$ cat config.mk
export PLATFORM = sky130hd
export DESIGN_NAME = rasm_mulmod
export DESIGN_NICKNAME = d
export VERILOG_FILES = /design/src/hw/rtl/range_add_range_sum_mod_unit_defines.svh /design/src/hw/rtl/rasm_pkg.sv /design/src/hw/rtl/rasm_mulmod.sv
export SDC_FILE = /design/constraint.sdc
export NUM_CORES = 1
export LEC_CHECK = 0
export ABC_AREA = 1
export BUFFER_PORTS_ARGS = -buffer_cell sky130_fd_sc_hd__buf_2
export CAP_MARGIN = 20
export CELL_PAD_IN_SITES_DETAIL_PLACEMENT = 2
export CELL_PAD_IN_SITES_GLOBAL_PLACEMENT = 2
export CORE_UTILIZATION = 36
export CTS_CLUSTER_SIZE = 8
export DETAILED_ROUTE_END_ITERATION = 16
export GPL_ROUTABILITY_DRIVEN = 1
export GPL_TIMING_DRIVEN = 0
export PLACE_DENSITY_LB_ADDON = 0.2
export SETUP_SLACK_MARGIN = 0.4
export SYNTH_ARGS = -nofsm -noshare
export SYNTH_HDL_FRONTEND = slang
export SYNTH_SLANG_ARGS = --single-unit
$ cat constraint.sdc
create_clock -name i_clk -period 10.5 [get_ports i_clk]
set_input_delay 2.1 -clock i_clk [delete_from_list [all_inputs] [get_ports i_clk]]
set_output_delay 2.1 -clock i_clk [all_outputs]
set_load 0.005 [all_outputs]
$ cat src/hw/rtl/range_add_range_sum_mod_unit_defines.svh
// Assertion macros for the range add / range sum unit
`ifndef RANGE_ADD_RANGE_SUM_MOD_UNIT_DEFINES_SVH
`define RANGE_ADD_RANGE_SUM_MOD_UNIT_DEFINES_SVH

`ifndef SYNTHESIS
`define RASM_ASSERT_IMP(lbl, clk, rst_n, ante, cons) \
    lbl: assert property (@(posedge clk) disable iff (!rst_n) (ante) |-> (cons)) \
        else $error("rasm assertion failed");
`define RASM_ASSERT_NXT(lbl, clk, rst_n, ante, cons) \
    lbl: assert property (@(posedge clk) disable iff (!rst_n) (ante) |=> (cons)) \
        else $error("rasm assertion failed");
`else
`define RASM_ASSERT_IMP(lbl, clk, rst_n, ante, cons)
`define RASM_ASSERT_NXT(lbl, clk, rst_n, ante, cons)
`endif

`endif

$ cat src/hw/rtl/rasm_pkg.sv
// Types, constants and helpers shared by the range add / range sum unit
`default_nettype none

package rasm_pkg;

    localparam int DATA_W           = 31;
    localparam int IDX_W            = 11;
    localparam int CFG_IDX_W        = 2;
    localparam int MAX_ELEMENTS_DEF = 1024;
    localparam int MM_CNT_W         = $clog2(DATA_W);

    localparam logic [DATA_W-1:0]    MOD_RESET  = 31'h7FFF_FFFF;
    localparam logic [IDX_W-1:0]     ALEN_RESET = 11'd1024;

    localparam logic [CFG_IDX_W-1:0] CFG_MODULUS = 2'd0;
    localparam logic [CFG_IDX_W-1:0] CFG_ALEN    = 2'd1;

    localparam logic OP_ADD = 1'b0;
    localparam logic OP_SUM = 1'b1;

    localparam logic [1:0] PH_ENTER      = 2'd0;
    localparam logic [1:0] PH_LEFT_DONE  = 2'd1;
    localparam logic [1:0] PH_RIGHT_DONE = 2'd2;

    typedef enum logic [4:0] {
        ST_CLEAR,
        ST_IDLE,
        ST_VRED,
        ST_VISIT,
        ST_AP_RD,
        ST_AP_T,
        ST_AP_S,
        ST_AP_P,
        ST_AP_WR,
        ST_PU_RD,
        ST_PU_T,
        ST_PU_WR,
        ST_SUM_RDL,
        ST_SUM_L,
        ST_SUM_RDR,
        ST_SUM_R,
        ST_SUM_WR,
        ST_Q_RD,
        ST_Q_S,
        ST_RESULT
    } t_state;

    typedef enum logic [1:0] {
        AR_POP,
        AR_RIGHT,
        AR_DESCEND
    } t_apret;

    typedef struct packed {
        logic rd_en;
        logic wr_sum;
        logic wr_tag;
    } t_mem_ctl;

    // x, y < m
    function automatic logic [DATA_W-1:0] add_mod(input logic [DATA_W-1:0] x,
                                                  input logic [DATA_W-1:0] y,
                                                  input logic [DATA_W-1:0] m);
        logic [DATA_W:0] s;
        logic [DATA_W:0] d;
        s = {1'b0, x} + {1'b0, y};
        d = s - {1'b0, m};
        add_mod = (s >= {1'b0, m}) ? d[DATA_W-1:0] : s[DATA_W-1:0];
    endfunction

endpackage

`default_nettype wire

$ cat src/hw/rtl/rasm_mulmod.sv
// Shared bit-serial modular multiplier: (a * b) mod m, b < m, one bit of a per cycle
`default_nettype none

module rasm_mulmod (
    input  wire logic                        i_clk,
    input  wire logic                        i_rst_n,
    input  wire logic                        i_start,
    input  wire logic [rasm_pkg::DATA_W-1:0] i_a,
    input  wire logic [rasm_pkg::DATA_W-1:0] i_b,
    input  wire logic [rasm_pkg::DATA_W-1:0] i_m,
    output logic                             o_done,
    output logic [rasm_pkg::DATA_W-1:0]      o_res
);

    localparam int W = rasm_pkg::DATA_W;

    logic                         r_busy, n_busy;
    logic                         r_done, n_done;
    logic [rasm_pkg::MM_CNT_W-1:0] r_cnt, n_cnt;
    logic [W-1:0]                 r_a, n_a;
    logic [W-1:0]                 r_b, n_b;
    logic [W-1:0]                 r_m, n_m;
    logic [W-1:0]                 r_r, n_r;

    logic [W:0] dbl;
    logic [W:0] dbl_red;
    logic [W:0] acc;
    logic [W:0] acc_red;

    always_comb begin
        dbl     = {r_r, 1'b0};
        dbl_red = (dbl >= {1'b0, r_m}) ? (dbl - {1'b0, r_m}) : dbl;
        acc     = dbl_red + (r_a[W-1] ? {1'b0, r_b} : '0);
        acc_red = (acc >= {1'b0, r_m}) ? (acc - {1'b0, r_m}) : acc;
    end

    always_comb begin
        n_busy = r_busy;
        n_done = 1'b0;
        n_cnt  = r_cnt;
        n_a    = r_a;
        n_b    = r_b;
        n_m    = r_m;
        n_r    = r_r;
        if (i_start) begin
            n_busy = 1'b1;
            n_cnt  = '0;
            n_a    = i_a;
            n_b    = i_b;
            n_m    = i_m;
            n_r    = '0;
        end else if (r_busy) begin
            n_r   = acc_red[W-1:0];
            n_a   = {r_a[W-2:0], 1'b0};
            n_cnt = r_cnt + 1'b1;
            if (r_cnt == rasm_pkg::MM_CNT_W'(W - 1)) begin
                n_busy = 1'b0;
                n_done = 1'b1;
            end
        end
    end

    always_ff @(posedge i_clk) begin
        if (!i_rst_n) begin
            r_busy <= 1'b0;
            r_done <= 1'b0;
            r_cnt  <= '0;
        end else begin
            r_busy <= n_busy;
            r_done <= n_done;
            r_cnt  <= n_cnt;
        end
        r_a <= n_a;
        r_b <= n_b;
        r_m <= n_m;
        r_r <= n_r;
    end

    assign o_done = r_done;
    assign o_res  = r_r;

endmodule

`default_nettype wire

[Word-level counts from Yosys, hierarchy flattened]
Index checks and enable logic that the tools add are counted.
Widths: inputs -> output; s select.
Word-level totals
  flip-flop bits (word level): 131
  input port bits: 96
  output and inout port bits: 32
  logic and storage cells: 28
Cells by class
  add/sub/neg operators: 4
  order comparisons: 2
  equal/unequal tests: 1
  mux-type cells: 9
  bitwise operators: 2
  reduce and logical (&&, ||, !) cells: 3
Operators by type and width (number)
  $mux 31: 4
  $ge 32x31->1: 2
  $add 32x31->32: 1
  $mux 32: 1
  $sub 32x31->32: 1
  $sub 31x31->31: 1
  $add 5x1->5 const B: 1
  $eq 5x5->1 const B: 1
  $mux 1: 4
  $reduce_or 3->1: 1
  $not 1->1: 2
  $reduce_bool 2->1: 1
  $reduce_or 2->1: 1

[Depth between registers and ports, before layout]
Gate-level depths: netlist of run 1.
  word-level depth: 5
  gate-level depth with buffers: 44
  mapped depth without buffers: 42

[Worst setup path after synthesis of run 1]
No wires, ideal clock.
  path kind: register to register
  start: register r_m[0]
  end: register r_r[10], in the netlist o_res[10]
  library setup time: 0.114 ns
  arrival time: 4.881 ns
  data required time: 10.386 ns
  path slack: 5.505 ns
  cell stages (with the launch flop): 41
  path buffers: 2
  period minus slack after synthesis: 4.995 ns
  cells stage by stage: edfxtp_1 inv_1 fa_1 nand3_1 nand2_1 nand2_1 nand2_2 nand2_1 nand3_1 nand2_1 nand2_2 clkbuf_1 o21ai_0 inv_1 fa_1 o21ai_0 nand2_1 nand3_1 (+5 left out) nand2_1 inv_1 ha_1 nand2_1 inv_1 nand2_1 nand2_1 nand2_1 nand2_1 nor2_1 nand3_1 nand2_1 nand2_1 nand2_1 buf_2 nand4_1 nand3_1 nand2_1
On the way
  word-level cells in the longest chain between the ends: 5
  elaborated cells on any way between the ends: 7
  those cells by class: add/sub (3); order compare (2); mux (2)
RTL lines
  from (decl): RTL line rasm_mulmod.sv:22  | logic [W-1:0] r_m, n_m;
  from (signal assigned): RTL line rasm_mulmod.sv:75  | r_m <= n_m;
  $sub 32x31->32 or $ge 32x31->1 (tied branches): RTL line rasm_mulmod.sv:32  | dbl_red = (dbl >= {1'b0, r_m}) ? (dbl - {1'b0, r_m}) : dbl;
  $mux 32: RTL line rasm_mulmod.sv:32
  $add 32x31->32: RTL line rasm_mulmod.sv:33  | acc = dbl_red + (r_a[W-1] ? {1'b0, r_b} : '0);
  $sub 31x31->31 or $ge 32x31->1 (tied branches): RTL line rasm_mulmod.sv:34  | acc_red = (acc >= {1'b0, r_m}) ? (acc - {1'b0, r_m}) : acc;
  $mux 31 (*): RTL line rasm_mulmod.sv:34
  to (signal assigned): RTL line rasm_mulmod.sv:76  | r_r <= n_r;
  to (decl): RTL line rasm_mulmod.sv:23  | logic [W-1:0] r_r, n_r;
Every way passes the cells marked *; elsewhere a longest branch is shown, timed or not.
A chain may end at the register's enable or synchronous reset.

[Final worst setup path of run 1]
  start: register r_m[0]
  end: register r_r[22], in the netlist o_res[22]
Same word-level chain as after synthesis.

==> metrics.txt, run 1 <==
met3 Track Usage GR=3.75%; net count after synthesis=1848; Hold-fix buffers, CTS=0; die width=179 um; ANT cells=0; Syn Area/Cell=6.79 um^2; die height=179 um; Syn. warnings=0; Critical Path End=o_res[22]; WS Path Type=register to register; Worst EP required=10.86 ns; First-pass DRT Iterations=5; Clk pin slew, worst setup/hold paths=0.06 ns; root buf cell=clkbuf_16; detailed placement HPWL=38.1 mm; final instance area=13000 um^2; Seq cells post-synth=131; post-CTS resize count=0; setup TNS=0 ns; worst-case reg-to-reg path depth=35; Crit path top cell by count=nand2_1; GR Util met2=54.1%; core area=30700 um^2; register area share after synthesis=31.6%; io pins=128; grt total ovfl=0; skew final=0.0121 ns; setup bufs post-CTS=0; crit path DAT=7.80 ns; run status=finished, final reports clean; max_slew headroom=38.0%; Cell Area, Synth=11200 um^2; Fmax=134 MHz; CP max FO=10; Starting Density=36.6%; antenna-violating nets left=0; initial DRC count=544; Rows=64; largest net degree at the start of global routing=64; Max-Cap Viols=0; vias=11800; Area growth syn-to-layout=15.3%; TritonCTS Sinks=131; placed cell area=12400 um^2; Final setup viols=0; Final min period=7.44 ns; startpoint types=register; vias in the first global route=12900; share of cells above drive strength 1=10.3%; Critical Path Start=r_m[0]; first-pass GRT wire length=71.8 mm; H-tree depth=4; vias per std cell=5.36; measured slew at the worst slew-check pin=0.930 ns; Avg WL per Cell=21.3 um; r2r setup slk=3.06 ns; Yosys cell types=35; cells after synthesis=1654; leading cell types in the layout, fill and taps excluded=563 x nand2_1, 241 x inv_1, 133 x buf_2, 123 x nor2_1, 111 x a21oi_1; RSZ-0062 raised after global routing=false; worst hold path type=register to register; fin nets=1995; Num CTS Buffers=17; Post-Route WL=47.1 mm; most common flop cell mapped by yosys=edfxtp_1; initial antenna violation count=0; GRT Total Usage=30.3%; crit end category=register; Post-synth ARST share=0%; quantity of I/O buffers inserted on ports=127; reg2reg start=r_m[0]; CP peak stage delay=0.71 ns; commonest non-fill, non-tap cell in the layout=nand2_1; Max stage delay cell, worst path=o21ai_0; gp weighted congestion=0.886; Die ar.=31900 um^2; Final Hold Fails=0; grt peak-use layer=met2; met1 Use GR=37.0%; clock insertion delay at the later pin of the skew report=0.46 ns; Worst R2R End=o_res[22]; post-route setup slack=3.06 ns; Place WS=3.42 ns; DRC=0; Max Buffers Root-to-Sink=2; Final period util=70.9%; EDFF count, synth=93; Slew Limit Fails=0; CTS tree=yes
-- cells in the mapped netlist, types with 5 or more instances --
cell	number	area share [%]
buf_2	7	0.31
clkbuf_1	26	0.87
o21bai_1	12	0.80
nand3_1	80	3.6
edfxtp_1	93	25
o21a_1	11	0.74
nand2_1	563	19
inv_1	241	8.1
a21o_1	7	0.47
xor2_1	33	2.6
ha_1	95	11
dfxtp_1	38	6.8
xnor2_1	31	2.4
nor3_1	21	0.94
a31oi_1	5	0.28
nand3b_1	8	0.53
o21ai_0	66	2.9
nand2_2	5	0.28
nand4_1	44	2.5
a21oi_1	111	4.9
nor2_1	123	4.1
-- critical path, delay by kind of cell, from the launching register on --
kind | cells | cell delay [ns]
and+or+nand+nor | 21 | 2.61
AOI/OAI and AO/OA | 4 | 1.39
adders and majority gates | 3 | 1.27
buffers and inverters | 5 | 0.99
xor gates and xnor gates | 2 | 0.68
DFF | 1 | 0.38
-- sequential cells by signal (all words and copies together), names as in the netlist --
| register | cells |
|---|---|
| o_res | 31 |
| r_a | 31 |
| r_b | 31 |
| r_m | 31 |
| r_cnt | 5 |
| o_done | 1 |
| r_busy | 1 |
-- area by class of cell --
class                      instances  area [um^2]
multi-input combinational       1246         6610
clock buffer                      17          425
timing repair buffer             128          666
inverter                         241          905
buffer                            36          166
tap                              396          495
sequential                       131         3550
fill                            3765        17700
clock inverter                    15          133
-- worst min-delay path by stage --
stage                     cells after the start  startpoint   endpoint  slack (ns)
after floorplan                               1    r_cnt[4]   r_cnt[4]        0.42
after global placement                        1    r_cnt[4]   r_cnt[4]        0.44
after detailed placement                      1    r_cnt[4]   r_cnt[4]        0.49
after CTS                                     1    r_cnt[4]   r_cnt[4]        0.50
after global routing                          1    r_cnt[4]   r_cnt[4]        0.52
final                                         2   o_res[26]  o_res[26]        0.51
-- stage by stage --
| step | instances | hold WS [ns] | utilization, % |
|---|---|---|---|
| after CTS | 2210 | 0.505 | 42.2 |
| final | 2210 | 0.512 | 42.2 |
| after detailed placement | 2178 | 0.488 | 40.4 |
| after global placement | 2177 | 0.442 | 40.3 |
| after floorplan | 1654 | 0.421 | - |
| after global routing | 2210 | 0.524 | 42.2 |
-- logic make-up (layout without fill, tap and decap cells) --
kind of cell | Yosys count | count (layout) | share of synthesized area (%)
buf+inv | 277 | 437 | 9.53
flops | 131 | 131 | 31.6
compound gates | 224 | 224 | 11.0
fa+ha+maj | 98 | 98 | 11.1
simple gates | 860 | 860 | 31.7
xor+xnor | 64 | 64 | 4.99
-- per-layer routing --
layer / vias up / share of wire [%]
met5: - / 0
met4: 0 / 2.8
met3: 72 / 2.5
met2: 197 / 50
met1: 5901 / 45
li1: 5677 / -
Power of run 1 is left out: the tool's default activity adds up to more than one toggle a clock period on the data nets, which glitch-free logic cannot reach.
==> inputs of run 2 (changes only) <==
--- a/config.mk
+++ b/config.mk
@@ -10,7 +10,7 @@
 export CAP_MARGIN = 20
 export CELL_PAD_IN_SITES_DETAIL_PLACEMENT = 2
 export CELL_PAD_IN_SITES_GLOBAL_PLACEMENT = 2
-export CORE_UTILIZATION = 36
+export CORE_UTILIZATION = 30
 export CTS_CLUSTER_SIZE = 8
 export DETAILED_ROUTE_END_ITERATION = 16
 export GPL_ROUTABILITY_DRIVEN = 1
==> constraint.sdc (replaced) <==
create_clock -name i_clk -period 6.2 [get_ports i_clk]
set_input_delay 1.24 -clock i_clk [delete_from_list [all_inputs] [get_ports i_clk]]
set_output_delay 1.24 -clock i_clk [all_outputs]
set_load 0.005 [all_outputs]
==> metrics.txt, run 2 (synthesis gave the netlist of run 1 again) <==
crit path DAT=6.11 ns (was 7.80 ns); root buf cell=clkbuf_16 (unchanged); Worst R2R End=o_res[28] (was o_res[22]); Critical Path End=o_res[28] (was o_res[22]); measured slew at the worst slew-check pin=0.929 ns (was 0.930 ns); run status=finished, final reports clean (unchanged); Place WS=-0.913 ns (was 3.42 ns); Starting Density=30.6% (was 36.6%); reg2reg start=o_res[16] (was r_m[0]); detailed placement HPWL=37.4 mm (was 38.1 mm); Clk pin slew, worst setup/hold paths=0.06 ns (about the same); die height=196 um (was 179 um); grt total ovfl=0 (unchanged); share of cells above drive strength 1=28.0% (was 10.3%); Rows=70 (was 64); Max stage delay cell, worst path=dfxtp_1 (was o21ai_0); crit end category=register (unchanged); CP max FO=10 (unchanged); Num CTS Buffers=17 (unchanged); Max-Cap Viols=0 (unchanged); die width=196 um (was 179 um); commonest non-fill, non-tap cell in the layout=nand2_1 (unchanged); GR Util met2=42.9% (was 54.1%); Critical Path Start=o_res[16] (was r_m[0]); max_slew headroom=38.1% (was 38.0%); Slew Limit Fails=0 (unchanged); Crit path top cell by count=nand2_1 (unchanged); Final min period=5.71 ns (was 7.44 ns); Final period util=92.0% (was 70.9%); ANT cells=0 (unchanged); DRC=0 (unchanged); vias per std cell=5.15 (was 5.36); core area=36700 um^2 (was 30700 um^2); WS Path Type=register to register (unchanged); fin nets=2048 (was 1995); grt peak-use layer=met2 (unchanged); worst hold path type=register to register (unchanged); First-pass DRT Iterations=5 (unchanged); Avg WL per Cell=21.2 um (was 21.3 um); Die ar.=38200 um^2 (was 31900 um^2); Worst EP required=6.60 ns (was 10.86 ns); clock insertion delay at the later pin of the skew report=0.46 ns (about the same); GRT Total Usage=24.5% (was 30.3%); Area growth syn-to-layout=34.6% (was 15.3%); quantity of I/O buffers inserted on ports=127 (unchanged); antenna-violating nets left=0 (unchanged); RSZ-0062 raised after global routing=false (unchanged); post-route setup slack=0.493 ns (was 3.06 ns); Fmax=175 MHz (was 134 MHz); largest net degree at the start of global routing=64 (unchanged); io pins=128 (unchanged); initial antenna violation count=1 (was 0); TritonCTS Sinks=131 (unchanged); vias=12000 (was 11800); Final setup viols=0 (unchanged); Final Hold Fails=0 (unchanged); met1 Use GR=30.7% (was 37.0%); Max Buffers Root-to-Sink=2 (unchanged); first-pass GRT wire length=70.9 mm (was 71.8 mm); initial DRC count=476 (was 544); setup TNS=0 ns (unchanged); r2r setup slk=0.49 ns (was 3.06 ns); worst-case reg-to-reg path depth=38 (was 35); H-tree depth=4 (unchanged); vias in the first global route=12700 (was 12900); leading cell types in the layout, fill and taps excluded=508 x nand2_1, 205 x inv_1, 130 x buf_2, 93 x edfxtp_1, 92 x nor2_1 (was 563 x nand2_1, 241 x inv_1, 133 x buf_2, 123 x nor2_1, 111 x a21oi_1); Hold-fix buffers, CTS=0 (unchanged); met3 Track Usage GR=3.18% (was 3.75%); skew final=0.0137 ns (was 0.0121 ns); Post-Route WL=49.5 mm (was 47.1 mm); startpoint types=register (unchanged); gp weighted congestion=0.916 (was 0.886); CP peak stage delay=0.53 ns (was 0.71 ns); CTS tree=yes (unchanged)
run 2: cell count changes in the layout (fill, tap and decap cells not counted), sizes merged:
cell and delta:
buf +55, clkbuf +1, clkinv -1, clkinvlp -1
inv -1
run 2: metal layers:
| metal | vias up | wire length [um] |
|---|---|---|
| li1 | 5776 | - |
| met1 | 5983 | 22100 |
| met2 | 185 | 24800 |
| met3 | 78 | 1160 |
| met4 | 0 | 1460 |
| met5 | - | 0 |
run 2: worst min path at each step:
stage	from	cells past startpoint	endpoint	slack (ns)
floorplan	r_cnt[4]	1	r_cnt[4]	0.42
global placement	r_cnt[4]	1	r_cnt[4]	0.45
detailed placement	r_cnt[4]	1	r_cnt[4]	0.45
CTS	r_cnt[4]	1	r_cnt[4]	0.46
global route	r_cnt[4]	1	r_cnt[4]	0.49
finish	r_cnt[4]	1	r_cnt[4]	0.46
run 2: worst max-delay path, delay by kind of cell, from the launching register on:
family                     cells  cell delay (ns)
adders and majority gates      3             0.88
DFF                            1             0.53
buffers and inverters          5             0.65
and+or+nand+nor               27             2.92
AOI/OAI and AO/OA              2             0.40
xor gates and xnor gates       1             0.23
run 2: what timing repair did:
action	in CTS	in global routing
setup buffers	15	35
pin swaps	27	57
gates cloned	0	3
gates resized for setup	148	249
endpoints found under the setup margin	31	31
run 2: through the flow:
step,cells,cell area [um^2],hold WS (ns),util (%)
floorplan,1654,11200,0.421,-
global placement,2249,12500,0.451,33.9
detailed placement,2250,12500,0.450,34.0
CTS,2297,13800,0.461,37.5
global route,2335,15100,0.488,41.2
finish,2335,15100,0.455,41.2
run 2: area by class of cell:
class	count	area, um^2
Timing Repair Buffer	181	1100
Clock inverter	12	106
Tap cell	468	586
Clock buffer	20	457
Fill cell	4270	21600
Inverter	241	910
Multi-Input combinational cell	1246	8150
Buffer	36	253
Sequential cell	131	3560
Power of run 2 is left out for the same reason.
