===== src/hw/rtl/range_add_range_sum_mod_unit_defines.svh =====
// Assertion macros for the range add / range sum unit
`ifndef RANGE_ADD_RANGE_SUM_MOD_UNIT_DEFINES_SVH
`define RANGE_ADD_RANGE_SUM_MOD_UNIT_DEFINES_SVH

`ifndef SYNTHESIS
`define RASM_ASSERT_IMP(lbl, clk, rst_n, ante, cons) \
    lbl: assert property (@(posedge clk) disable iff (!rst_n) (ante) |-> (cons)) \
        else $error("rasm assertion failed");
`define RASM_ASSERT_NXT(lbl, clk, rst_n, ante, cons) \
    lbl: assert property (@(posedge clk) disable iff (!rst_n) (ante) |=> (cons)) \
        else $error("rasm assertion failed");
`else
`define RASM_ASSERT_IMP(lbl, clk, rst_n, ante, cons)
`define RASM_ASSERT_NXT(lbl, clk, rst_n, ante, cons)
`endif

`endif


===== src/hw/rtl/rasm_pkg.sv =====
// Types, constants and helpers shared by the range add / range sum unit
`default_nettype none

package rasm_pkg;

    localparam int DATA_W           = 31;
    localparam int IDX_W            = 11;
    localparam int CFG_IDX_W        = 2;
    localparam int MAX_ELEMENTS_DEF = 1024;
    localparam int MM_CNT_W         = $clog2(DATA_W);

    localparam logic [DATA_W-1:0]    MOD_RESET  = 31'h7FFF_FFFF;
    localparam logic [IDX_W-1:0]     ALEN_RESET = 11'd1024;

    localparam logic [CFG_IDX_W-1:0] CFG_MODULUS = 2'd0;
    localparam logic [CFG_IDX_W-1:0] CFG_ALEN    = 2'd1;

    localparam logic OP_ADD = 1'b0;
    localparam logic OP_SUM = 1'b1;

    localparam logic [1:0] PH_ENTER      = 2'd0;
    localparam logic [1:0] PH_LEFT_DONE  = 2'd1;
    localparam logic [1:0] PH_RIGHT_DONE = 2'd2;

    typedef enum logic [4:0] {
        ST_CLEAR,
        ST_IDLE,
        ST_VRED,
        ST_VISIT,
        ST_AP_RD,
        ST_AP_T,
        ST_AP_S,
        ST_AP_P,
        ST_AP_WR,
        ST_PU_RD,
        ST_PU_T,
        ST_PU_WR,
        ST_SUM_RDL,
        ST_SUM_L,
        ST_SUM_RDR,
        ST_SUM_R,
        ST_SUM_WR,
        ST_Q_RD,
        ST_Q_S,
        ST_RESULT
    } t_state;

    typedef enum logic [1:0] {
        AR_POP,
        AR_RIGHT,
        AR_DESCEND
    } t_apret;

    typedef struct packed {
        logic rd_en;
        logic wr_sum;
        logic wr_tag;
    } t_mem_ctl;

    // x, y < m
    function automatic logic [DATA_W-1:0] add_mod(input logic [DATA_W-1:0] x,
                                                  input logic [DATA_W-1:0] y,
                                                  input logic [DATA_W-1:0] m);
        logic [DATA_W:0] s;
        logic [DATA_W:0] d;
        s = {1'b0, x} + {1'b0, y};
        d = s - {1'b0, m};
        add_mod = (s >= {1'b0, m}) ? d[DATA_W-1:0] : s[DATA_W-1:0];
    endfunction

endpackage

`default_nettype wire


===== src/hw/rtl/rasm_in_if.sv =====
// Input word channel
`default_nettype none

interface rasm_in_if;
    logic                         valid;
    logic                         ready;
    logic                         opcode;
    logic [rasm_pkg::IDX_W-1:0]   range_low;
    logic [rasm_pkg::IDX_W-1:0]   range_high;
    logic [rasm_pkg::DATA_W-1:0]  add_value;

    modport source (output valid, output opcode, output range_low, output range_high,
                    output add_value, input ready);
    modport sink   (input valid, input opcode, input range_low, input range_high,
                    input add_value, output ready);
endinterface

`default_nettype wire


===== src/hw/rtl/rasm_out_if.sv =====
// Result word channel
`default_nettype none

interface rasm_out_if;
    logic                         valid;
    logic                         ready;
    logic [rasm_pkg::DATA_W-1:0]  range_sum;

    modport source (output valid, output range_sum, input ready);
    modport sink   (input valid, input range_sum, output ready);
endinterface

`default_nettype wire


===== src/hw/rtl/rasm_cfg_if.sv =====
// Configuration write channel
`default_nettype none

interface rasm_cfg_if;
    logic                            valid;
    logic                            ready;
    logic [rasm_pkg::CFG_IDX_W-1:0]  reg_index;
    logic [rasm_pkg::DATA_W-1:0]     data;

    modport source (output valid, output reg_index, output data, input ready);
    modport sink   (input valid, input reg_index, input data, output ready);
endinterface

`default_nettype wire


===== src/hw/rtl/rasm_ctrl.sv =====
// Sequencer: config registers, tree walk with explicit stack, result register
`default_nettype none

`include "range_add_range_sum_mod_unit_defines.svh"

module rasm_ctrl #(
    parameter int MAX_ELEMENTS = rasm_pkg::MAX_ELEMENTS_DEF
) (
    input  wire logic                                 i_clk,
    input  wire logic                                 i_rst_n,
    rasm_in_if.sink                                   i_item,
    rasm_out_if.source                                o_result,
    rasm_cfg_if.sink                                  i_cfg,
    output rasm_pkg::t_mem_ctl                        o_mem_ctl,
    output logic [$clog2(4 * MAX_ELEMENTS)-1:0]       o_mem_addr,
    output logic [rasm_pkg::DATA_W-1:0]               o_mem_sum,
    output logic [rasm_pkg::DATA_W-1:0]               o_mem_tag,
    input  wire logic [rasm_pkg::DATA_W-1:0]          i_mem_sum,
    input  wire logic [rasm_pkg::DATA_W-1:0]          i_mem_tag,
    output logic                                      o_mm_start,
    output logic [rasm_pkg::DATA_W-1:0]               o_mm_a,
    output logic [rasm_pkg::DATA_W-1:0]               o_mm_b,
    output logic [rasm_pkg::DATA_W-1:0]               o_mm_m,
    input  wire logic                                 i_mm_done,
    input  wire logic [rasm_pkg::DATA_W-1:0]          i_mm_res
);

    localparam int W     = rasm_pkg::DATA_W;
    localparam int NODES = 4 * MAX_ELEMENTS;
    localparam int AW    = $clog2(NODES);
    localparam int IW    = $clog2(MAX_ELEMENTS + 1);
    localparam int CW    = (IW > rasm_pkg::IDX_W) ? IW : rasm_pkg::IDX_W;
    localparam int D     = $clog2(MAX_ELEMENTS) + 2;
    localparam int SPW   = $clog2(D + 1);
    localparam int SIW   = $clog2(D);

    rasm_pkg::t_state r_state, n_state;
    rasm_pkg::t_apret r_ap_ret, n_ap_ret;

    logic [W-1:0]                 r_modulus;
    logic [rasm_pkg::IDX_W-1:0]   r_alen;
    logic [W-1:0]                 mz;
    logic [W-1:0]                 one_m;

    logic              r_op, n_op;
    logic [CW-1:0]     r_lo, n_lo;
    logic [CW-1:0]     r_hi, n_hi;
    logic [W-1:0]      r_val, n_val;
    logic [W-1:0]      r_acc, n_acc;
    logic [W-1:0]      r_t, n_t;
    logic [W-1:0]      r_s, n_s;
    logic [W-1:0]      r_p, n_p;
    logic [W-1:0]      r_push, n_push;
    logic              r_issued, n_issued;
    logic [AW-1:0]     r_clr, n_clr;
    logic              r_out_valid, n_out_valid;
    logic [W-1:0]      r_out_sum, n_out_sum;

    logic [AW-1:0]     r_node, n_node;
    logic [IW-1:0]     r_nl, n_nl;
    logic [IW-1:0]     r_nr, n_nr;
    logic [1:0]        r_ph, n_ph;
    logic [SPW-1:0]    r_sp, n_sp;

    logic [AW-1:0]     r_stk_node [D];
    logic [IW-1:0]     r_stk_nl   [D];
    logic [IW-1:0]     r_stk_nr   [D];
    logic [1:0]        r_stk_ph   [D];
    logic [AW-1:0]     n_stk_node [D];
    logic [IW-1:0]     n_stk_nl   [D];
    logic [IW-1:0]     n_stk_nr   [D];
    logic [1:0]        n_stk_ph   [D];

    logic [AW-1:0]     r_ap_node, n_ap_node;
    logic [IW-1:0]     r_ap_len, n_ap_len;
    logic [W-1:0]      r_ap_val, n_ap_val;

    logic [IW:0]       mid_sum;
    logic [IW-1:0]     mid;
    logic [CW-1:0]     nl_c, nr_c;
    logic              out_rng, covered;
    logic [IW-1:0]     node_len;
    logic [AW-1:0]     left, right;
    logic [SPW-1:0]    sp_m1;
    logic [CW-1:0]     lo_c, hi_raw, len_c, al_c, hi_c;
    logic              empty;
    logic              mm_step;
    logic              do_pop, do_desc;

    // config
    always_ff @(posedge i_clk) begin
        if (!i_rst_n) begin
            r_modulus <= rasm_pkg::MOD_RESET;
            r_alen    <= rasm_pkg::ALEN_RESET;
        end else if (i_cfg.valid) begin
            case (i_cfg.reg_index)
                rasm_pkg::CFG_MODULUS: r_modulus <= i_cfg.data;
                rasm_pkg::CFG_ALEN:    r_alen    <= i_cfg.data[rasm_pkg::IDX_W-1:0];
                default: ;
            endcase
        end
    end

    assign i_cfg.ready = 1'b1;
    assign mz          = (r_modulus == '0) ? W'(1) : r_modulus;
    assign one_m       = (mz == W'(1)) ? '0 : W'(1);

    // node geometry
    always_comb begin
        mid_sum  = {1'b0, r_nl} + {1'b0, r_nr};
        mid      = mid_sum[IW:1];
        nl_c     = CW'(r_nl);
        nr_c     = CW'(r_nr);
        out_rng  = (nr_c < r_lo) || (nl_c > r_hi);
        covered  = (r_lo <= nl_c) && (nr_c <= r_hi);
        node_len = r_nr - r_nl + IW'(1);
        left     = {r_node[AW-2:0], 1'b0};
        right    = {r_node[AW-2:0], 1'b1};
        sp_m1    = r_sp - SPW'(1);
    end

    // range cut on entry
    always_comb begin
        al_c   = CW'(r_alen);
        len_c  = al_c;
        if (al_c == '0) begin
            len_c = CW'(1);
        end else if (al_c > CW'(MAX_ELEMENTS)) begin
            len_c = CW'(MAX_ELEMENTS);
        end
        lo_c   = (i_item.range_low == '0) ? CW'(1) : CW'(i_item.range_low);
        hi_raw = CW'(i_item.range_high);
        hi_c   = (hi_raw > len_c) ? len_c : hi_raw;
        empty  = lo_c > hi_c;
    end

    // shared unit operands
    always_comb begin
        o_mm_a = i_mem_sum;
        o_mm_b = one_m;
        case (r_state)
            rasm_pkg::ST_VRED: o_mm_a = r_val;
            rasm_pkg::ST_AP_T,
            rasm_pkg::ST_PU_T: o_mm_a = i_mem_tag;
            rasm_pkg::ST_AP_P: begin
                o_mm_a = W'(r_ap_len);
                o_mm_b = r_ap_val;
            end
            default: o_mm_a = i_mem_sum;
        endcase
    end

    assign o_mm_m = mz;

    always_comb begin
        n_state     = r_state;
        n_ap_ret    = r_ap_ret;
        n_op        = r_op;
        n_lo        = r_lo;
        n_hi        = r_hi;
        n_val       = r_val;
        n_acc       = r_acc;
        n_t         = r_t;
        n_s         = r_s;
        n_p         = r_p;
        n_push      = r_push;
        n_issued    = r_issued;
        n_clr       = r_clr;
        n_out_valid = r_out_valid && !o_result.ready;
        n_out_sum   = r_out_sum;
        n_node      = r_node;
        n_nl        = r_nl;
        n_nr        = r_nr;
        n_ph        = r_ph;
        n_sp        = r_sp;
        n_stk_node  = r_stk_node;
        n_stk_nl    = r_stk_nl;
        n_stk_nr    = r_stk_nr;
        n_stk_ph    = r_stk_ph;
        n_ap_node   = r_ap_node;
        n_ap_len    = r_ap_len;
        n_ap_val    = r_ap_val;
        o_mem_ctl   = '0;
        o_mem_addr  = r_node;
        o_mem_sum   = '0;
        o_mem_tag   = '0;
        o_mm_start  = 1'b0;
        i_item.ready = 1'b0;
        do_pop      = 1'b0;
        do_desc     = 1'b0;
        mm_step     = 1'b0;

        // compute states: start once, then wait for done
        case (r_state)
            rasm_pkg::ST_VRED, rasm_pkg::ST_AP_T, rasm_pkg::ST_AP_S, rasm_pkg::ST_AP_P,
            rasm_pkg::ST_PU_T, rasm_pkg::ST_SUM_L, rasm_pkg::ST_SUM_R,
            rasm_pkg::ST_Q_S: begin
                if (!r_issued) begin
                    o_mm_start = 1'b1;
                    n_issued   = 1'b1;
                end else if (i_mm_done) begin
                    n_issued = 1'b0;
                    mm_step  = 1'b1;
                end
            end
            default: ;
        endcase

        case (r_state)
            rasm_pkg::ST_CLEAR: begin
                o_mem_addr    = r_clr;
                o_mem_ctl.wr_sum = 1'b1;
                o_mem_ctl.wr_tag = 1'b1;
                n_clr = r_clr + AW'(1);
                if (r_clr == AW'(NODES - 1)) begin
                    n_state = rasm_pkg::ST_IDLE;
                end
            end
            rasm_pkg::ST_IDLE: begin
                i_item.ready = 1'b1;
                if (i_item.valid) begin
                    n_op   = i_item.opcode;
                    n_lo   = lo_c;
                    n_hi   = hi_c;
                    n_val  = i_item.add_value;
                    n_acc  = '0;
                    n_node = AW'(1);
                    n_nl   = IW'(1);
                    n_nr   = IW'(MAX_ELEMENTS);
                    n_ph   = rasm_pkg::PH_ENTER;
                    n_sp   = '0;
                    if (empty) begin
                        n_state = (i_item.opcode == rasm_pkg::OP_ADD) ?
                                  rasm_pkg::ST_IDLE : rasm_pkg::ST_RESULT;
                    end else begin
                        n_state = (i_item.opcode == rasm_pkg::OP_ADD) ?
                                  rasm_pkg::ST_VRED : rasm_pkg::ST_VISIT;
                    end
                end
            end
            rasm_pkg::ST_VRED: begin
                if (mm_step) begin
                    n_val   = i_mm_res;
                    n_state = rasm_pkg::ST_VISIT;
                end
            end
            rasm_pkg::ST_VISIT: begin
                case (r_ph)
                    rasm_pkg::PH_ENTER: begin
                        if (out_rng) begin
                            do_pop = 1'b1;
                        end else if (covered) begin
                            if (r_op == rasm_pkg::OP_ADD) begin
                                n_ap_node = r_node;
                                n_ap_len  = node_len;
                                n_ap_val  = r_val;
                                n_ap_ret  = rasm_pkg::AR_POP;
                                n_state   = rasm_pkg::ST_AP_RD;
                            end else begin
                                n_state = rasm_pkg::ST_Q_RD;
                            end
                        end else begin
                            n_state = rasm_pkg::ST_PU_RD;
                        end
                    end
                    rasm_pkg::PH_LEFT_DONE: begin
                        n_stk_node[r_sp[SIW-1:0]] = r_node;
                        n_stk_nl[r_sp[SIW-1:0]]   = r_nl;
                        n_stk_nr[r_sp[SIW-1:0]]   = r_nr;
                        n_stk_ph[r_sp[SIW-1:0]]   = rasm_pkg::PH_RIGHT_DONE;
                        n_sp   = r_sp + SPW'(1);
                        n_node = right;
                        n_nl   = mid + IW'(1);
                        n_ph   = rasm_pkg::PH_ENTER;
                    end
                    default: begin
                        if (r_op == rasm_pkg::OP_ADD) begin
                            n_state = rasm_pkg::ST_SUM_RDL;
                        end else begin
                            do_pop = 1'b1;
                        end
                    end
                endcase
            end
            rasm_pkg::ST_AP_RD: begin
                o_mem_addr      = r_ap_node;
                o_mem_ctl.rd_en = 1'b1;
                n_state         = rasm_pkg::ST_AP_T;
            end
            rasm_pkg::ST_AP_T: begin
                if (mm_step) begin
                    n_t     = i_mm_res;
                    n_state = rasm_pkg::ST_AP_S;
                end
            end
            rasm_pkg::ST_AP_S: begin
                if (mm_step) begin
                    n_s     = i_mm_res;
                    n_state = rasm_pkg::ST_AP_P;
                end
            end
            rasm_pkg::ST_AP_P: begin
                if (mm_step) begin
                    n_p     = i_mm_res;
                    n_state = rasm_pkg::ST_AP_WR;
                end
            end
            rasm_pkg::ST_AP_WR: begin
                o_mem_addr       = r_ap_node;
                o_mem_ctl.wr_sum = 1'b1;
                o_mem_ctl.wr_tag = 1'b1;
                o_mem_tag        = rasm_pkg::add_mod(r_t, r_ap_val, mz);
                o_mem_sum        = rasm_pkg::add_mod(r_s, r_p, mz);
                case (r_ap_ret)
                    rasm_pkg::AR_RIGHT: begin
                        n_ap_node = right;
                        n_ap_len  = r_nr - mid;
                        n_ap_ret  = rasm_pkg::AR_DESCEND;
                        n_state   = rasm_pkg::ST_AP_RD;
                    end
                    rasm_pkg::AR_DESCEND: do_desc = 1'b1;
                    default:              do_pop  = 1'b1;
                endcase
            end
            rasm_pkg::ST_PU_RD: begin
                o_mem_ctl.rd_en = 1'b1;
                n_state         = rasm_pkg::ST_PU_T;
            end
            rasm_pkg::ST_PU_T: begin
                if (mm_step) begin
                    n_push  = i_mm_res;
                    n_state = rasm_pkg::ST_PU_WR;
                end
            end
            rasm_pkg::ST_PU_WR: begin
                o_mem_ctl.wr_tag = 1'b1;
                if (r_push == '0) begin
                    do_desc = 1'b1;
                end else begin
                    n_ap_node = left;
                    n_ap_len  = mid - r_nl + IW'(1);
                    n_ap_val  = r_push;
                    n_ap_ret  = rasm_pkg::AR_RIGHT;
                    n_state   = rasm_pkg::ST_AP_RD;
                end
            end
            rasm_pkg::ST_SUM_RDL: begin
                o_mem_addr      = left;
                o_mem_ctl.rd_en = 1'b1;
                n_state         = rasm_pkg::ST_SUM_L;
            end
            rasm_pkg::ST_SUM_L: begin
                if (mm_step) begin
                    n_s     = i_mm_res;
                    n_state = rasm_pkg::ST_SUM_RDR;
                end
            end
            rasm_pkg::ST_SUM_RDR: begin
                o_mem_addr      = right;
                o_mem_ctl.rd_en = 1'b1;
                n_state         = rasm_pkg::ST_SUM_R;
            end
            rasm_pkg::ST_SUM_R: begin
                if (mm_step) begin
                    n_p     = i_mm_res;
                    n_state = rasm_pkg::ST_SUM_WR;
                end
            end
            rasm_pkg::ST_SUM_WR: begin
                o_mem_ctl.wr_sum = 1'b1;
                o_mem_sum        = rasm_pkg::add_mod(r_s, r_p, mz);
                do_pop           = 1'b1;
            end
            rasm_pkg::ST_Q_RD: begin
                o_mem_ctl.rd_en = 1'b1;
                n_state         = rasm_pkg::ST_Q_S;
            end
            rasm_pkg::ST_Q_S: begin
                if (mm_step) begin
                    n_acc  = rasm_pkg::add_mod(r_acc, i_mm_res, mz);
                    do_pop = 1'b1;
                end
            end
            rasm_pkg::ST_RESULT: begin
                if (!r_out_valid || o_result.ready) begin
                    n_out_valid = 1'b1;
                    n_out_sum   = r_acc;
                    n_state     = rasm_pkg::ST_IDLE;
                end
            end
            default: n_state = rasm_pkg::ST_IDLE;
        endcase

        if (do_desc) begin
            n_stk_node[r_sp[SIW-1:0]] = r_node;
            n_stk_nl[r_sp[SIW-1:0]]   = r_nl;
            n_stk_nr[r_sp[SIW-1:0]]   = r_nr;
            n_stk_ph[r_sp[SIW-1:0]]   = rasm_pkg::PH_LEFT_DONE;
            n_sp    = r_sp + SPW'(1);
            n_node  = left;
            n_nr    = mid;
            n_ph    = rasm_pkg::PH_ENTER;
            n_state = rasm_pkg::ST_VISIT;
        end

        if (do_pop) begin
            if (r_sp == '0) begin
                n_state = (r_op == rasm_pkg::OP_ADD) ? rasm_pkg::ST_IDLE : rasm_pkg::ST_RESULT;
            end else begin
                n_node  = r_stk_node[sp_m1[SIW-1:0]];
                n_nl    = r_stk_nl[sp_m1[SIW-1:0]];
                n_nr    = r_stk_nr[sp_m1[SIW-1:0]];
                n_ph    = r_stk_ph[sp_m1[SIW-1:0]];
                n_sp    = sp_m1;
                n_state = rasm_pkg::ST_VISIT;
            end
        end
    end

    always_ff @(posedge i_clk) begin
        if (!i_rst_n) begin
            r_state     <= rasm_pkg::ST_CLEAR;
            r_clr       <= '0;
            r_issued    <= 1'b0;
            r_out_valid <= 1'b0;
            r_sp        <= '0;
        end else begin
            r_state     <= n_state;
            r_clr       <= n_clr;
            r_issued    <= n_issued;
            r_out_valid <= n_out_valid;
            r_sp        <= n_sp;
        end
        r_ap_ret   <= n_ap_ret;
        r_op       <= n_op;
        r_lo       <= n_lo;
        r_hi       <= n_hi;
        r_val      <= n_val;
        r_acc      <= n_acc;
        r_t        <= n_t;
        r_s        <= n_s;
        r_p        <= n_p;
        r_push     <= n_push;
        r_out_sum  <= n_out_sum;
        r_node     <= n_node;
        r_nl       <= n_nl;
        r_nr       <= n_nr;
        r_ph       <= n_ph;
        r_stk_node <= n_stk_node;
        r_stk_nl   <= n_stk_nl;
        r_stk_nr   <= n_stk_nr;
        r_stk_ph   <= n_stk_ph;
        r_ap_node  <= n_ap_node;
        r_ap_len   <= n_ap_len;
        r_ap_val   <= n_ap_val;
    end

    assign o_result.valid     = r_out_valid;
    assign o_result.range_sum = r_out_sum;

    `RASM_ASSERT_IMP(a_sp_bound, i_clk, i_rst_n, 1'b1, r_sp <= SPW'(D))
    `RASM_ASSERT_IMP(a_idle_sp, i_clk, i_rst_n, r_state == rasm_pkg::ST_IDLE, r_sp == '0)
    `RASM_ASSERT_NXT(a_mm_start, i_clk, i_rst_n, o_mm_start, !i_mm_done)
    `RASM_ASSERT_IMP(a_acc_range, i_clk, i_rst_n, r_state == rasm_pkg::ST_RESULT, r_acc < mz)

endmodule

`default_nettype wire


===== src/flat_wrapper.sv =====
// flat-port wrapper written by rule: the top's interface ports become plain ports
module rasm_ctrl_flat 
#(
    parameter int MAX_ELEMENTS = rasm_pkg::MAX_ELEMENTS_DEF
)
  (i_clk, i_rst_n, o_mem_ctl, o_mem_addr, o_mem_sum, o_mem_tag, i_mem_sum, i_mem_tag, o_mm_start, o_mm_a, o_mm_b, o_mm_m, i_mm_done, i_mm_res, i_item_valid, i_item_opcode, i_item_range_low, i_item_range_high, i_item_add_value, i_item_ready, o_result_valid, o_result_range_sum, o_result_ready, i_cfg_valid, i_cfg_reg_index, i_cfg_data, i_cfg_ready);
  rasm_in_if i_item_i ();
  rasm_out_if o_result_i ();
  rasm_cfg_if i_cfg_i ();
  input  wire logic i_clk;
  input  wire logic i_rst_n;
  output rasm_pkg::t_mem_ctl o_mem_ctl;
  output logic [$clog2(4 * MAX_ELEMENTS)-1:0] o_mem_addr;
  output logic [rasm_pkg::DATA_W-1:0] o_mem_sum;
  output logic [rasm_pkg::DATA_W-1:0] o_mem_tag;
  input  wire logic [rasm_pkg::DATA_W-1:0] i_mem_sum;
  input  wire logic [rasm_pkg::DATA_W-1:0] i_mem_tag;
  output logic o_mm_start;
  output logic [rasm_pkg::DATA_W-1:0] o_mm_a;
  output logic [rasm_pkg::DATA_W-1:0] o_mm_b;
  output logic [rasm_pkg::DATA_W-1:0] o_mm_m;
  input  wire logic i_mm_done;
  input  wire logic [rasm_pkg::DATA_W-1:0] i_mm_res;
  input wire logic [$bits(i_item_i.valid)-1:0] i_item_valid;
  input wire logic [$bits(i_item_i.opcode)-1:0] i_item_opcode;
  input wire logic [$bits(i_item_i.range_low)-1:0] i_item_range_low;
  input wire logic [$bits(i_item_i.range_high)-1:0] i_item_range_high;
  input wire logic [$bits(i_item_i.add_value)-1:0] i_item_add_value;
  output wire logic [$bits(i_item_i.ready)-1:0] i_item_ready;
  output wire logic [$bits(o_result_i.valid)-1:0] o_result_valid;
  output wire logic [$bits(o_result_i.range_sum)-1:0] o_result_range_sum;
  input wire logic [$bits(o_result_i.ready)-1:0] o_result_ready;
  input wire logic [$bits(i_cfg_i.valid)-1:0] i_cfg_valid;
  input wire logic [$bits(i_cfg_i.reg_index)-1:0] i_cfg_reg_index;
  input wire logic [$bits(i_cfg_i.data)-1:0] i_cfg_data;
  output wire logic [$bits(i_cfg_i.ready)-1:0] i_cfg_ready;
  assign i_item_i.valid = i_item_valid;
  assign i_item_i.opcode = i_item_opcode;
  assign i_item_i.range_low = i_item_range_low;
  assign i_item_i.range_high = i_item_range_high;
  assign i_item_i.add_value = i_item_add_value;
  assign i_item_ready = i_item_i.ready;
  assign o_result_valid = o_result_i.valid;
  assign o_result_range_sum = o_result_i.range_sum;
  assign o_result_i.ready = o_result_ready;
  assign i_cfg_i.valid = i_cfg_valid;
  assign i_cfg_i.reg_index = i_cfg_reg_index;
  assign i_cfg_i.data = i_cfg_data;
  assign i_cfg_ready = i_cfg_i.ready;
  rasm_ctrl #(.MAX_ELEMENTS(MAX_ELEMENTS)) u_core (.i_clk(i_clk), .i_rst_n(i_rst_n), .i_item(i_item_i), .o_result(o_result_i), .i_cfg(i_cfg_i), .o_mem_ctl(o_mem_ctl), .o_mem_addr(o_mem_addr), .o_mem_sum(o_mem_sum), .o_mem_tag(o_mem_tag), .i_mem_sum(i_mem_sum), .i_mem_tag(i_mem_tag), .o_mm_start(o_mm_start), .o_mm_a(o_mm_a), .o_mm_b(o_mm_b), .o_mm_m(o_mm_m), .i_mm_done(i_mm_done), .i_mm_res(i_mm_res));
endmodule

===== config.mk =====
export PLATFORM = sky130hd
export DESIGN_NAME = rasm_ctrl_flat
export DESIGN_NICKNAME = d
export VERILOG_FILES = /design/src/hw/rtl/rasm_pkg.sv /design/src/hw/rtl/rasm_in_if.sv /design/src/hw/rtl/rasm_out_if.sv /design/src/hw/rtl/rasm_cfg_if.sv /design/src/hw/rtl/rasm_ctrl.sv /design/src/flat_wrapper.sv
export VERILOG_INCLUDE_DIRS = /design/src /design/src/hw/rtl
export SDC_FILE = /design/constraint.sdc
export NUM_CORES = 2
export LEC_CHECK = 0
export BUFFER_PORTS_ARGS = -buffer_cell sky130_fd_sc_hd__buf_2
export CAP_MARGIN = 20
export CORE_MARGIN = 4
export CORE_UTILIZATION = 30
export DETAILED_ROUTE_END_ITERATION = 16
export GPL_TIMING_DRIVEN = 0
export PLACE_DENSITY = 0.5
export REMOVE_ABC_BUFFERS = 1
export SYNTH_ARGS = -nofsm -noshare
export SYNTH_HDL_FRONTEND = slang
export SYNTH_SLANG_ARGS = --single-unit

===== constraint.sdc =====
create_clock -name i_clk -period 11.1 [get_ports i_clk]
set_clock_uncertainty 0.05 [all_clocks]
set_input_delay 0.555 -clock i_clk [delete_from_list [all_inputs] [get_ports i_clk]]
set_output_delay 0.555 -clock i_clk [all_outputs]
set_load 0.005 [all_outputs]

== Yosys cells after proc, flatten, opt, wreduce, memory -nomap -nowiden ==
Index checks and enable logic that the tools add are counted.

* Bits in registers: 829
* Latch bits: 0
* Memory bits (writable): 0
* ROM bits: 0
* Input port bits: 186
* Output and inout port bits: 205
* Word-level logic and storage cells: 361
* Memories kept: 0

* $add $sub $neg: 16
* $mul: 0
* Divide/modulo/power cells: 0
* Order comparisons: 13
* Equality and inequality tests: 50
* Shift-type cells: 0
* Muxes and demuxes: 158
* Bitwise gates (word level): 8
* Reduce and logical (&&, ||, !) cells: 43

{| class="wikitable"
|+ Operators with widths
! kind !! count
|-
| $mux 132 || 6
|-
| $bwmux 132 || 4
|-
| $mux 31 || 16
|-
| $mux 144 || 3
|-
| $bwmux 144 || 2
|-
| $mux 11 || 24
|-
| $pmux 31 s2 || 3
|-
| $mux 12 || 14
|-
| $mux 5 || 22
|-
| $add 31x31->32 || 3
|-
| $ge 32x31->1 || 3
|-
| $pmux 5 s19 || 1
|-
| $pmux 31 s3 || 1
|-
| $sub 31x31->31 || 3
|-
| $bmux 11 s4 || 2
|-
| $mux 24 || 3
|-
| $logic_not 31->1 || 2
|-
| $bmux 12 s4 || 1
|-
| $demux 12 s4 || 1
|-
| $pmux 12 s4 || 1
|-
| $demux 11 s4 || 1
|-
| $eq 5x4->1 const B || 8
|-
| $ne 4x1->1 const B || 9
|-
| $pmux 12 s3 || 1
|-
| 61 further kinds || 154
|}

== Logic depth before layout (Yosys ltp) ==
* Depth in word-level cells: 11
* Mapped depth: 27
* Mapped depth without buffers: 25

== Worst setup path before layout ==
Ideal clock, no wire load.

* Path kind: reg2reg
* Start point: register u_core.r_nl[2], in the netlist u_core.nl_c[2]
* End point: register u_core.r_ap_len[0], enable pin
* Library setup time: 0.543 ns
* Data arrival time: 6.149 ns
* Data required time: 10.507 ns
* Setup slack: 4.358 ns
* Stages on the path, launching flop included: 12
* Buffers on the path: 1
* Period minus slack after synthesis: 6.742 ns
* Cell sequence: dfxtp_1 clkbuf_1 inv_1 ha_1 o21ai_0 nand2b_1 a2111oi_0 o31ai_1 a31oi_1 o22a_1 a31oi_1 a2111oi_0

* Longest elaborated chain between the ends: 4
* Elaborated cells on any way between the ends: 7
* Those cells by class: 2 x order compare; 2 x eq/ne; 3 x reduce/logical

{| class="wikitable"
|+ RTL lines
! element !! line !! RTL
|-
| from (decl) || rasm_ctrl.sv:60 || <nowiki>logic [IW-1:0] r_nl, n_nl;</nowiki>
|-
| from (signal assigned) || rasm_ctrl.sv:446 || <nowiki>r_nl <= n_nl;</nowiki>
|-
| $gt 11x11->1 or $le 11x11->1 (tied branches) || rasm_ctrl.sv:114, rasm_ctrl.sv:115 ||
|-
| $logic_or 1x1->1 or $logic_and 1x1->1 (tied branches) || rasm_ctrl.sv:114, rasm_ctrl.sv:115 ||
|-
| $ne 2x2->1 (no line) or $ne 2x1->1 (tied branches) || - ||
|-
| $reduce_and 7->1 (no line) (*) || - ||
|-
| to (signal assigned) || rasm_ctrl.sv:454 || <nowiki>r_ap_len <= n_ap_len;</nowiki>
|-
| to (decl) || rasm_ctrl.sv:75 || <nowiki>logic [IW-1:0] r_ap_len, n_ap_len;</nowiki>
|}

Mark *: on every way between the ends. The rest lies on a longest branch, timed or not.
A chain may end at the register's enable or synchronous reset.

== Worst setup path after layout ==
* Start point: register u_core.r_ap_val[4]
* End point: output o_mem_tag[0] (netlist bit)

* Longest elaborated chain between the ends: 4

{| class="wikitable"
|+ RTL lines
! element !! line !! RTL
|-
| from (decl) || rasm_ctrl.sv:76 || <nowiki>logic [W-1:0] r_ap_val, n_ap_val;</nowiki>
|-
| from (signal assigned) || rasm_ctrl.sv:455 || <nowiki>r_ap_val <= n_ap_val;</nowiki>
|-
| $add 31x31->32 || rasm_pkg.sv:66 || <nowiki>s = {1'b0, x} + {1'b0, y};</nowiki>
|-
| $ge 32x31->1 || rasm_pkg.sv:68 || <nowiki>add_mod = (s >= {1'b0, m}) ? d[DATA_W-1:0] : s[DATA_W-1:0];</nowiki>
|-
| $mux 31 || rasm_pkg.sv:68 ||
|-
| $mux 31 || rasm_ctrl.sv:209 || <nowiki>case (r_state)</nowiki>
|-
| to (decl) || flat_wrapper.sv:15 || <nowiki>output logic [rasm_pkg::DATA_W-1:0] o_mem_tag;</nowiki>
|}

Every way passes these cells.

==> impl_metrics.env <==
export IMPL_fp_dieH_um=406.1
export IMPL_ios=391
export IMPL_areaGrowthSynthToFinish_pct=17.93
export IMPL_synth_compound_area_share_pct=14.55
export IMPL_syn_area_mm2=0.04754
export IMPL_setup_worst_path_end_class="output pin"
export IMPL_synth_top_family_by_area="multiplexers"
export IMPL_start_util_pct=30.30
export IMPL_final_area_mm2=0.05607
export IMPL_max_freq_ghz=0.1166
export IMPL_vias=37600
export IMPL_slew_viol_final=0
export IMPL_clk_latency_ps=720
export IMPL_synthAdderAreaFrac_pct=8.874
export IMPL_grt_setup_unrepaired="no"
export IMPL_path_clk_slew_ps=60
export IMPL_yosysUniqueCellTypes=96
export IMPL_min_period_ps=8574
export IMPL_final_common_cell="nand2_1"
export IMPL_post_route_period_util_pct=77.24
export IMPL_clock_sink_count=829
export IMPL_cts_max_path_buffers=3
export IMPL_drt_iter0_markers=2682
export IMPL_postSynthAreaPerCell_um2=10.18
export IMPL_synth_edf_count=296
export IMPL_cp_max_fo=39
export IMPL_cts_tree="yes"
export IMPL_place_inst=6902
export IMPL_nets=5479
export IMPL_die_area_mm2=0.1649
export IMPL_netlist_area_leader_share_pct=22.44
export IMPL_placed_area_mm2=0.05255
export IMPL_core_area_mm2=0.1569
export IMPL_final_cells=7108
export IMPL_muxShareOfSynthArea_pct=16.16
export IMPL_drc_errors=0
export IMPL_slew_limit_headroom_pct=23.56
export IMPL_post_cts_buffers=0
export IMPL_wl_um=167100
export IMPL_outcome="finished, final reports clean"
export IMPL_vdd_drop_max_mv=0.1589
export IMPL_ys_flop_type="dfxtp_1"
export IMPL_ant_nets=0
export IMPL_required_ps=10500
export IMPL_synth_area_top_cells="dfxtp_1, edfxtp_1, mux2_2"
export IMPL_antenna_found_initial=9
export IMPL_firstDrtPassIters=5
export IMPL_place_gp_congestion=0.8690
export IMPL_cp_data_arrival_time_ps=7970
export IMPL_worstSetupPathType="reg2out"
export IMPL_pwr_density_cell_mw_per_mm2=185.5
export IMPL_worstMarginPinSlew_ps=1147
export IMPL_grt_pass1_wl_um=241100
export IMPL_port_buffers=389
export IMPL_yosys_warnings=0
export IMPL_synth_seq_area_share_pct=41.14
export IMPL_hold_worst_slack_ps=61.64
export IMPL_drive_gt1_share_pct=24.34
export IMPL_numCtsBuffers=96
export IMPL_ys_ff_latch=829
export IMPL_synth_top_area_cell="dfxtp_1"
export IMPL_async_flop_share_pct=0
export IMPL_drv_cap=0
export IMPL_root_buffer="clkbuf_16"
export IMPL_via_per_inst=5.290
export IMPL_hold_path_class="in2reg"
export IMPL_grt_use_total_pct=19.55
export IMPL_timing_final_ws_setup_ps=2526
export IMPL_final_cell_mix="nand2_1, dfxtp_1, mux2_2"
export IMPL_cts_max_level=3
export IMPL_p_leak_nw=23.02
export IMPL_grt_pass1_vias=36360
export IMPL_grt_overflow=0
export IMPL_routedWlPerCell_um=23.51
export IMPL_synth_simple_area_share_pct=11.39
export IMPL_dpl_worst_slack_ps=3206
export IMPL_fp_row_count=145
export IMPL_finalHoldViolations=0
export IMPL_start_kind="flip-flop"
export IMPL_dp_hpwl_um=127400
export IMPL_synth_xor_area_share_pct=3.777
export IMPL_grt_max_degree=63
export IMPL_fp_dieW_um=406.1
export IMPL_setup_viol=0
export IMPL_syn_inst=4671
==> repair_timing <==
action	4_1_cts	5_1_grt
resized for setup	0	0
hold buffers	20	0
hold endpoints to repair	20	0
==> registers in the layout, summed over array words and instances (netlist names), 4 cells and up <==
name	count
u_core.nl_c	11
u_core.r_t	31
u_core.r_state	5
u_core.r_node	12
u_core.r_val	31
u_core.r_sp	4
u_core.r_clr	12
u_core.r_s	31
u_core.r_modulus	31
u_core.al_c	11
u_core.r_lo	11
u_core.o_result.range_sum	31
u_core.r_ap_node	12
u_core.r_acc	31
u_core.r_stk_node	144
u_core.r_ap_val	31
u_core.r_hi	11
u_core.r_ap_len	11
u_core.r_stk_ph	24
u_core.nr_c	11
u_core.r_push	31
u_core.r_stk_nl	132
u_core.r_stk_nr	132
u_core.r_p	31
==> where the power goes <==
part           total [mW]  switching [mW]  internal (mW)
clock                3.25            1.37           1.88
sequential           3.73           0.349           3.38
combinational        3.42            2.08           1.34
total                10.4            3.80           6.60
==> synthesized netlist by cell type (10+ instances only) <==
cell / number
o21bai_1: 27
nand4_1: 46
edfxtp_1: 296
o21a_1: 47
nor4_1: 30
nor2_1: 241
a21o_1: 97
mux2i_1: 53
fa_1: 10
a211o_1: 11
nand2_1: 548
o22a_1: 13
or3_1: 16
clkbuf_1: 218
a311oi_1: 12
and2_1: 40
a211oi_1: 44
o211ai_1: 49
dfxtp_1: 533
a31oi_1: 51
nand2b_1: 23
and3_1: 20
buf_2: 44
nand3_1: 67
buf_1: 23
xor2_1: 71
nor3_1: 54
mux4_2: 108
xnor2_1: 134
inv_1: 185
a21oi_1: 343
o22ai_1: 14
a221oi_1: 21
o31ai_1: 14
mux2_2: 419
a222oi_1: 38
a2111oi_0: 16
o21ai_0: 156
ha_1: 318
nor2b_1: 50
==> final timing paths <==
path                        from                            end  slack, ps  cells after the start
max           u_core.r_ap_val[4]                   o_mem_tag[0]       2530                     20
min          i_item_range_low[5]                 u_core.r_lo[5]         60                      1
max reg2reg  u_core.r_modulus[1]               u_core.r_acc[27]       4160                     17
min reg2reg     u_core.r_acc[26]  u_core.o_result.range_sum[26]        410                      0
==> kinds of logic (layout without fill, tap and decap cells) <==
| group | after synthesis | count (layout) |
|---|---|---|
| buffers and inverters | 487 | 862 |
| muxes | 580 | 580 |
| adders and majority gates | 332 | 332 |
| AOI/OAI and AO/OA | 1046 | 1046 |
| and+or+nand+nor | 1191 | 1191 |
| xor gates and xnor gates | 205 | 205 |
| other | 1 | 5 |
| DFF | 829 | 829 |
==> worst max-delay path: stages (launching register included) <==
cell	delay (ps)
edfxtp_1	580
ha_1	460
o211ai_1	100
o21ai_0	380
o2111ai_1	240
a31oi_1	520
a22o_1	280
o2111ai_1	170
a21oi_1	190
xor2_1	270
ha_1	350
nand3_1	140
nor4_1	80
a221oi_1	340
a31oi_1	180
o41a_1	420
o2111ai_2	490
and2_2	900
nor2b_1	100
a211oi_1	790
buf_2	250
==> routing by layer <==
layer	track usage, %	part of all wire [%]
met2	33.30	48
met5	0	0
met1	25.13	43
met4	6.078	3.2
met3	3.511	6.2
==> metrics by stage <==
step / power, mW / setup TNS [ps] / util (%)
6_report: 10.40 / 0 / 35.73
5_1_grt: 10.96 / 0 / 35.72
4_1_cts: 10.44 / 0 / 35.69
3_5_place_dp: 7.131 / 0 / 33.49
3_3_place_gp: 7.074 / -338050 / 32.38
2_1_floorplan: 5.852 / 0 / -
==> area by class of cell <==
type | instances | area [um2]
Fill cell | 15790 | 100900
Multi-Input combinational cell | 3355 | 26310
Sequential cell | 829 | 19560
Timing Repair Buffer | 495 | 3651
Clock buffer | 133 | 2735
Tap cell | 2058 | 2575
Inverter | 188 | 705.7
Clock inverter | 46 | 524.3
Antenna cell | 4 | 10.01
(Power assumes the default switching activity.)
